==> src/rtl/fp4a_pkg.sv <==
// Shared constants and stage payload types for the fused four-operand fp32 adder.
// No dependencies; every other rtl file imports this package.
`default_nettype none
package fp4a_pkg;
    localparam logic [31:0] QNAN_BITS  = 32'h7FC0_0000;
    localparam logic [31:0] PINF_BITS  = 32'h7F80_0000;
    localparam logic [31:0] NINF_BITS  = 32'hFF80_0000;
    localparam logic [23:0] HIDDEN_BIT = 24'h80_0000;
    localparam logic [22:0] FRAC_MASK  = 23'h7F_FFFF;
    localparam logic [3:0]  ROUND_MASK = 4'hF;
    localparam logic [7:0]  EXP_ALL1   = 8'hFF;
    localparam logic [4:0]  NORM_MSB   = 5'd27;

    // unpacked operands, reference chosen
    typedef struct packed {
        logic             valid;
        logic             byp;
        logic [31:0]      byp_val;
        logic             sref;
        logic [7:0]       maxe;
        logic [3:0]       sgn;
        logic [3:0][7:0]  ex;
        logic [3:0][23:0] man;
    } t_unp;

    // aligned signed terms and sticky flags
    typedef struct packed {
        logic             valid;
        logic             byp;
        logic [31:0]      byp_val;
        logic             sref;
        logic [7:0]       maxe;
        logic [3:0][28:0] term;
        logic             pos_st;
        logic             neg_st;
    } t_aln;

    // signed sum
    typedef struct packed {
        logic        valid;
        logic        byp;
        logic [31:0] byp_val;
        logic        sref;
        logic [7:0]  maxe;
        logic [31:0] acc;
    } t_acc;

    // magnitude and leading-one position
    typedef struct packed {
        logic        valid;
        logic        byp;
        logic [31:0] byp_val;
        logic        rs;
        logic [7:0]  maxe;
        logic [30:0] mag;
        logic [4:0]  msb;
    } t_mag;
endpackage
`default_nettype wire

==> src/rtl/fp4a_align.sv <==
// Stages 1-2: unpack, special detection, reference selection and alignment.
// Depends on fp4a_pkg.
`default_nettype none
module fp4a_align import fp4a_pkg::*; (
    input  wire         i_clk,
    input  wire         i_rst_n,
    input  wire         i_valid,
    input  wire  [31:0] i_operand_a,
    input  wire  [31:0] i_operand_b,
    input  wire  [31:0] i_operand_c,
    input  wire  [31:0] i_operand_d,
    output t_aln        o_aln
);
    t_unp r_unp, n_unp;
    t_aln r_aln, n_aln;

    always_comb begin
        logic [3:0][31:0] w;
        logic nan, pinf, ninf, found;
        logic [1:0] refi;
        n_unp = '0;
        w = {i_operand_d, i_operand_c, i_operand_b, i_operand_a};
        nan = 1'b0; pinf = 1'b0; ninf = 1'b0; found = 1'b0; refi = 2'd0;
        n_unp.valid = i_valid;
        for (int i = 0; i < 4; i++) begin
            n_unp.sgn[i] = w[i][31];
            n_unp.ex[i]  = w[i][30:23];
            n_unp.man[i] = (w[i][30:23] == 8'd0) ? 24'd0 : (HIDDEN_BIT | {1'b0, w[i][22:0]});
            if (w[i][30:23] == EXP_ALL1) begin
                if ((w[i][22:0] & FRAC_MASK) != 23'd0) nan = 1'b1;
                else if (!w[i][31]) pinf = 1'b1;
                else ninf = 1'b1;
            end
            // first strictly larger exponent wins
            if (w[i][30:23] != 8'd0 && (!found || w[i][30:23] > n_unp.maxe)) begin
                found = 1'b1;
                n_unp.maxe = w[i][30:23];
                refi = 2'(i);
            end
        end
        n_unp.sref = w[refi][31];
        n_unp.byp = 1'b1;
        if (nan || (pinf && ninf)) n_unp.byp_val = QNAN_BITS;
        else if (pinf)             n_unp.byp_val = PINF_BITS;
        else if (ninf)             n_unp.byp_val = NINF_BITS;
        else if (!found)           n_unp.byp_val = 32'd0;
        else                       n_unp.byp = 1'b0;
    end

    always_comb begin
        logic [7:0]  s;
        logic [26:0] m, al;
        logic        st;
        n_aln = '0;
        n_aln.valid   = r_unp.valid;
        n_aln.byp     = r_unp.byp;
        n_aln.byp_val = r_unp.byp_val;
        n_aln.sref    = r_unp.sref;
        n_aln.maxe    = r_unp.maxe;
        for (int i = 0; i < 4; i++) begin
            s = r_unp.maxe - r_unp.ex[i];
            m = {r_unp.man[i], 3'b000};
            if (s >= 8'd27) begin
                al = 27'd0;
                st = 1'b1;
            end else begin
                al = m >> s[4:0];
                st = (m & ((27'd1 << s[4:0]) - 27'd1)) != 27'd0;
            end
            if (r_unp.man[i] != 24'd0) begin
                if (r_unp.sgn[i] == r_unp.sref) begin
                    n_aln.term[i] = {1'b0, al, 1'b0};
                    if (st) n_aln.pos_st = 1'b1;
                end else begin
                    n_aln.term[i] = -{1'b0, al, 1'b0};
                    if (st) n_aln.neg_st = 1'b1;
                end
            end
        end
    end

    always_ff @(posedge i_clk) begin
        r_unp <= n_unp;
        r_aln <= n_aln;
        if (!i_rst_n) begin
            r_unp.valid <= 1'b0;
            r_aln.valid <= 1'b0;
        end
    end

    assign o_aln = r_aln;
endmodule
`default_nettype wire

==> src/rtl/fp4a_sum.sv <==
// Stages 3-5: add the aligned terms and sticky, take magnitude, find the leading one.
// Depends on fp4a_pkg.
`default_nettype none
module fp4a_sum import fp4a_pkg::*; (
    input  wire   i_clk,
    input  wire   i_rst_n,
    input  t_aln  i_aln,
    output t_mag  o_mag
);
    t_acc r_acc, n_acc;
    t_mag r_abs, n_abs;
    t_mag r_lzc, n_lzc;

    always_comb begin
        logic [31:0] adj;
        n_acc.valid   = i_aln.valid;
        n_acc.byp     = i_aln.byp;
        n_acc.byp_val = i_aln.byp_val;
        n_acc.sref    = i_aln.sref;
        n_acc.maxe    = i_aln.maxe;
        if (i_aln.pos_st && !i_aln.neg_st)      adj = 32'd1;
        else if (i_aln.neg_st && !i_aln.pos_st) adj = 32'hFFFF_FFFF;
        else                                    adj = 32'd0;
        n_acc.acc = 32'($signed(i_aln.term[0])) + 32'($signed(i_aln.term[1]))
                  + 32'($signed(i_aln.term[2])) + 32'($signed(i_aln.term[3])) + adj;
    end

    always_comb begin
        logic [31:0] a;
        n_abs = '0;
        n_abs.valid   = r_acc.valid;
        n_abs.byp     = r_acc.byp;
        n_abs.byp_val = r_acc.byp_val;
        n_abs.maxe    = r_acc.maxe;
        n_abs.rs      = r_acc.sref ^ r_acc.acc[31];
        a = r_acc.acc[31] ? -r_acc.acc : r_acc.acc;
        n_abs.mag = a[30:0];
        // exact cancellation
        if (!r_acc.byp && r_acc.acc == 32'd0) begin
            n_abs.byp     = 1'b1;
            n_abs.byp_val = 32'd0;
        end
    end

    always_comb begin
        n_lzc = r_abs;
        n_lzc.msb = 5'd0;
        for (int i = 0; i < 31; i++)
            if (r_abs.mag[i]) n_lzc.msb = 5'(i);
    end

    always_ff @(posedge i_clk) begin
        r_acc <= n_acc;
        r_abs <= n_abs;
        r_lzc <= n_lzc;
        if (!i_rst_n) begin
            r_acc.valid <= 1'b0;
            r_abs.valid <= 1'b0;
            r_lzc.valid <= 1'b0;
        end
    end

    assign o_mag = r_lzc;
endmodule
`default_nettype wire

==> src/rtl/fp4a_norm.sv <==
// Stage 6: normalize with sticky, round to nearest even, pack and clamp.
// Depends on fp4a_pkg.
`default_nettype none
module fp4a_norm import fp4a_pkg::*; (
    input  wire         i_clk,
    input  wire         i_rst_n,
    input  t_mag        i_mag,
    output logic        o_strobe,
    output logic [31:0] o_total
);
    logic        r_strobe;
    logic [31:0] r_total, n_total;

    always_comb begin
        logic [27:0]        nm;
        logic [4:0]         sh;
        logic signed [10:0] e;
        logic [3:0]         tr;
        logic [24:0]        mt;
        logic               inc;
        sh = NORM_MSB - i_mag.msb;
        e  = $signed({3'b000, i_mag.maxe}) + $signed({6'b0, i_mag.msb})
           - $signed({6'b0, NORM_MSB});
        if (i_mag.msb == 5'd29) begin
            nm = i_mag.mag[29:2] | {27'd0, |i_mag.mag[2:0]};
        end else if (i_mag.msb == 5'd28) begin
            nm = i_mag.mag[28:1] | {27'd0, i_mag.mag[0]};
        end else begin
            nm = i_mag.mag[27:0] << sh;
            // drop the bit that came up from the lowest sum position
            if (sh >= 5'd4) nm = nm & ~(28'd1 << sh);
        end
        tr  = nm[3:0] & ROUND_MASK;
        inc = (tr > 4'd8) || (tr == 4'd8 && nm[4]);
        mt  = {1'b0, nm[27:4]} + {24'd0, inc};
        if (mt[24]) begin
            mt = mt >> 1;
            e  = e + 11'sd1;
        end
        if (i_mag.byp)           n_total = i_mag.byp_val;
        else if (e <= 11'sd0)    n_total = 32'd0;
        else if (e >= 11'sd255)  n_total = {i_mag.rs, PINF_BITS[30:0]};
        else                     n_total = {i_mag.rs, e[7:0], mt[22:0] & FRAC_MASK};
    end

    always_ff @(posedge i_clk) begin
        if (!i_rst_n) begin
            r_strobe <= 1'b0;
        end else begin
            r_strobe <= i_mag.valid;
        end
        r_total <= n_total;
    end

    assign o_strobe = r_strobe;
    assign o_total  = r_total;
endmodule
`default_nettype wire

==> src/rtl/fused_four_operand_fp32_adder_unit.sv <==
// Fused four-operand fp32 adder: the start beat passes through the stage registers to o_strobe.
// Throughput one beat per cycle; busy stays low, every stage advances each cycle.
// The six stage registers set the latency; the align shift is 27 bits wide.
// Synchronous active-low reset clears the valid bits only; data registers are not reset.
// The receiver cannot stall: each result is shown on o_total for one cycle with o_strobe.
// Depends on fp4a_pkg, fp4a_align, fp4a_sum, fp4a_norm.
`default_nettype none
module fused_four_operand_fp32_adder_unit import fp4a_pkg::*; (
    input  wire         i_clk,
    input  wire         i_rst_n,
    input  wire         start,
    output logic        busy,
    input  wire  [31:0] i_operand_a,
    input  wire  [31:0] i_operand_b,
    input  wire  [31:0] i_operand_c,
    input  wire  [31:0] i_operand_d,
    output logic        o_strobe,
    output logic [31:0] o_total
);
    t_aln w_aln;
    t_mag w_mag;

    // fully pipelined: never hold off a beat
    assign busy = 1'b0;

    // unpack, pick the reference operand, align the other three
    fp4a_align u_align (
        .i_clk       (i_clk),
        .i_rst_n     (i_rst_n),
        .i_valid     (start),
        .i_operand_a (i_operand_a),
        .i_operand_b (i_operand_b),
        .i_operand_c (i_operand_c),
        .i_operand_d (i_operand_d),
        .o_aln       (w_aln)
    );

    // sum, magnitude, leading-one search
    fp4a_sum u_sum (
        .i_clk   (i_clk),
        .i_rst_n (i_rst_n),
        .i_aln   (w_aln),
        .o_mag   (w_mag)
    );

    // normalize, round, pack into the output register
    fp4a_norm u_norm (
        .i_clk    (i_clk),
        .i_rst_n  (i_rst_n),
        .i_mag    (w_mag),
        .o_strobe (o_strobe),
        .o_total  (o_total)
    );
endmodule
`default_nettype wire

==> config.mk <==
export PLATFORM = sky130hd
export DESIGN_NAME = fused_four_operand_fp32_adder_unit
export DESIGN_NICKNAME = d
export VERILOG_FILES = /design/src/rtl/fp4a_pkg.sv /design/src/rtl/fp4a_align.sv /design/src/rtl/fp4a_sum.sv /design/src/rtl/fp4a_norm.sv /design/src/rtl/fused_four_operand_fp32_adder_unit.sv
export SDC_FILE = /design/constraint.sdc
export NUM_CORES = 2
export LEC_CHECK = 0
export BUFFER_PORTS_ARGS = -buffer_cell sky130_fd_sc_hd__buf_4
export CAP_MARGIN = 10
export CORE_MARGIN = 2
export CORE_UTILIZATION = 57
export CTS_BUF_LIST = sky130_fd_sc_hd__clkbuf_4 sky130_fd_sc_hd__clkbuf_8
export DETAILED_ROUTE_END_ITERATION = 8
export GPL_TIMING_DRIVEN = 0
export PLACE_DENSITY = 0.78
export REMOVE_ABC_BUFFERS = 1
export SLEW_MARGIN = 20
export SYNTH_ARGS = -nofsm -noshare
export SYNTH_HDL_FRONTEND = slang
export SYNTH_HIERARCHICAL = 1
export SYNTH_SLANG_ARGS = --single-unit
==> constraint.sdc <==
create_clock -name i_clk -period 5.4 [get_ports i_clk]
set_clock_uncertainty 0.15 [all_clocks]
set_input_delay 0.27 -clock i_clk [delete_from_list [all_inputs] [get_ports i_clk]]
set_output_delay 0.27 -clock i_clk [all_outputs]
set_load 0.01 [all_outputs]
# Word-level counts from Yosys, hierarchy flattened
# Index checks and enable logic that the tools add are counted.
# word_totals
wordCells,299
in_bits,131
out_inout_bits,34
register_bits,596
# op_classes
reduce_logical,50
n_mux,123
bitwise,13
order_cmp,12
shift,10
eq_ne,11
n_addsub,22
# op_table
operator,n
$mux W28,7
$mux W32,6
$neg A28 Y29,4
$and A27 B27 Y27,4
$mux W27,4
$reduce_bool A27 Y1,4
$shl A1 B5 Y27 const A,4
$shr A27 B5 Y27,4
$sub A27 B1 Y27 const B,4
$add A32 B32 Y32,3
$mux W24,4
$reduce_bool A24 Y1,4
$reduce_bool A23 Y1,4
$bmux W32 S2,1
$mux W4,16
$mux W31,2
$mux W1,58
$or A28 B1 Y28,2
$mux W23,2
$eq A8 B8 Y1 const B,4
$ge A8 B5 Y1 const B,4
$logic_not A32 Y1,1
$logic_not A8 Y1,4
$mux W8,4
other kinds (34),87

# Logic depth before layout (Yosys ltp)
# depth
depth_word,29
mapped_depth,31
depth_no_buf,31

# By module
# The synthesis kept the hierarchy.
# by_module_without_submodules
mod,instances,area_each_um2,cells_per_inst,seq_area_each_um2
fp4a_align,1,20744.9,2546,5485.3
fp4a_sum,1,9107.5,717,4564.4
fp4a_norm,1,5225.0,651,660.6
fused_four_operand_fp32_adder_unit,1,11.3,2,0.0

# Least setup slack after synthesis
# Ideal clock, no wire load.
# synth_timing
path_kind,input to register
startpoint,input i_operand_a[24]
endpoint,"register u_align.r_unp, in the netlist u_align/n_aln[118]"
setup_time_ns,0.121
required_ns,5.129
t_arrival_ns,5.634
path_stages,31
n_path_buf,0
setup_slack_ns,-0.505
cell_sequence,inv_1 -> ha_1 -> nor2b_1 -> o21a_1 -> o21ai_0 -> nand2b_1 -> a21oi_1 -> a21oi_1 -> o21ai_1 -> mux2_2 -> ha_1 -> nor2b_1 -> o21a_1 -> o21ai_0 -> nand2b_1 -> a21oi_1 -> o21ai_0 -> a21oi_1 -> a21oi_1 -> mux2_2 -> ha_1 -> nor2b_1 -> o21a_1 -> o21ai_0 -> nand2b_1 -> a21oi_1 -> o21ai_0 -> o21ai_0 -> nand2_1 -> nand2_1 -> mux2_2
# synth_rtl
element,line,source
start: declaration,fused_four_operand_fp32_adder_unit.sv:13,"input wire [31:0] i_operand_a,"
end signal: assignment,fp4a_align.sv:83,r_unp <= n_unp;
end: declaration,fp4a_align.sv:14,"t_unp r_unp, n_unp;"

==> results_dict.tcl <==
set metrics [dict create \
    outcome "completed" \
    drive_gt1_share_pct 18.8 \
    synth_area_sq_mm 0.0351 \
    fin_nets 4489 \
    cp_max_fo 5 \
    io_pins 165 \
    drt_iter0_markers 4084 \
    cts_root_buf "clkbuf_8" \
    worst_pin_slew_ns 1.18 \
    rows 90 \
    clock_path_buffers 3 \
    slowest_stage "mux2_2" \
    cp_common_cell "o21ai_0" \
    leakage_nw 16.7 \
    worstPathBufferInverterCount 4 \
    maxSlewViolCount 0 \
    peakVddDrop_v 0.000384 \
    r2r_slack_ns 0.11 \
    routed_via_density 6.47 \
    synthToLayoutAreaGrowth_pct 16.4 \
    ys.warnings.count 6 \
    grt_max_degree 46 \
    avgSynthCellArea_sq_um 8.96 \
    fmax_mhz 186 \
    maxCapViolCount 0 \
    drc 0 \
    worstHoldPathType "in -> reg" \
    power.total_mw 28.7 \
    end_kind "register" \
    hold_viol_final 0 \
    die_width_um 252 \
    clkTransAtPathRegs_ns 0.07 \
    grt_pass1_vias 30400 \
    die_y_um 252 \
    relSlewSlack_pct 20.0 \
    cts.sinks 534 \
    cp_data_arrival_time_ns 5.81 \
    worst_setup_path_start_kind "primary input" \
    critPathMaxStageDelay_ns 0.36 \
    vias 32500 \
    min_period_ns 5.38 \
    routabilityCongestion 0.998 \
    routed_wl_um 106000 \
    tritoncts "yes" \
    design_area_sq_mm 0.0408 \
    drt.antenna.violating_nets 0 \
    period_share_pct 99.7 \
    cts_made_buffers 85 \
    dr.pass1.iters 8 \
    track_usage_pct 32.0 \
    grt-ovfl-total 0 \
    clk_latency_ns 0.70 \
    wl_per_cell_um 21.2 \
    antenna_found_initial 5 \
    core_area_sq_mm 0.0606 \
    grt_first_pass_wirelength_um 164000 \
    dp_hpwl_um 74100 \
    setup_viol 0 \
    placed_cell_area_sq_mm 0.0369 \
    dieArea_sq_mm 0.0635 \
    critPathTopFamily "compound AO/OA/AOI/OAI gates" \
    io_buffers 163 \
    htreeDepth 3 \
    synth_cells 3915 \
    cp.required_ns 5.83 \
    setup.worst_path.class "in -> reg" \
    p_per_area_mw_per_mm2 702 \
    initial_core_util_pct 57.9 \
]
-- metrics by stage --
stage | cells | util [%] | hold WS (ns) | worst slack [ns] | setup TNS, ns
6_report | 5018 | 67.4 | 0.0912 | 0.0154 | 0
5_1_grt | 5015 | 67.4 | 0.0650 | -0.151 | -0.945
4_1_cts | 4977 | 66.6 | 0.0158 | -0.00600 | -0.00600
3_5_place_dp | 4677 | 60.8 | 0.162 | -1.40 | -45.77
3_3_place_gp | 4645 | 59.6 | 0.160 | -2.11 | -165.28
2_1_floorplan | 3700 | - | 0.148 | -0.802 | -24.14
-- sequential cells by signal, summed over array words and instances, names as in the netlist, 9 cells and up --
| register | cells |
|---|---|
| u_sum/r_acc | 66 |
| u_sum/o_mag | 78 |
| u_align/n_aln | 14 |
| u_norm/o_total | 32 |
| u_align/o_aln | 128 |
| u_sum/n_abs | 9 |
| u_align/r_unp | 132 |
| u_sum/n_lzc | 74 |
-- placed cells by master, fill, tap and decap left out, types with 27 or more instances in the layout --
master / count
nor3_1: 103
fa_1: 90
or3_1: 41
o21ai_0: 179
dfxtp_1: 528
nor2b_1: 27
o211ai_1: 31
buf_4: 210
xor2_1: 38
nor4_1: 72
nand2b_1: 32
a21o_1: 48
a21oi_1: 203
and2_1: 140
ha_1: 95
a31oi_1: 43
nand2_1: 341
conb_1: 27
nand3_1: 97
inv_1: 120
nor2_1: 330
nand4_1: 40
mux2i_1: 117
o31ai_1: 44
mux2_2: 98
a211oi_1: 31
clkbuf_8: 110
dlygate4sd3_1: 131
mux4_2: 88
o22ai_1: 35
and3_1: 33
xnor2_1: 105
-- metal layers --
metal,global-route usage [%],routed length [um],vias to the layer above
li1,-,-,14800
met1,40.0,40500,15200
met2,52.5,49400,2027
met3,5.99,10200,411
met4,17.3,6270,4
met5,0,23,-
-- what timing repair did --
action                                  in CTS  in global routing
gates resized for setup                     30                 33
hold endpoints to repair                   145                  0
pin swaps                                    5                  9
endpoints found under the setup margin      95                 71
setup buffers                               14                 35
hold buffers                               131                  0
-- tightest hold or removal path: stages --
cell     delay (ns)
buf_4          0.14
mux2i_2        0.20
mux2_2         0.21
mux2i_1        0.07
-- cell type report --
class	count	area, sq um
antenna	6	15.0
clock buffer	129	1660
clock inverter	26	303
fill	4601	19800
inverter	126	480
multi-input combinational	3040	23300
sequential	534	10700
tap	782	978
timing repair buffer	375	3420
-- report_power, final --
group,internal (mW),total [mW],switching [mW]
Sequential,4.97,6.03,1.06
Clock,2.15,3.84,1.69
Combinational,7.73,18.8,11.0
-- worst paths after layout --
path	start	depth (start not counted)	end
hold / removal	i_operand_a[25]	4	u_align/n_aln[120]
setup / recovery	i_operand_a[24]	31	u_align/n_aln[118]
hold reg to reg	u_sum/n_lzc[70]	0	u_sum/o_mag[70]
setup reg to reg	u_align/n_aln[118]	16	u_align/o_aln[114]
Note: power is estimated with default switching activity, not from simulation.
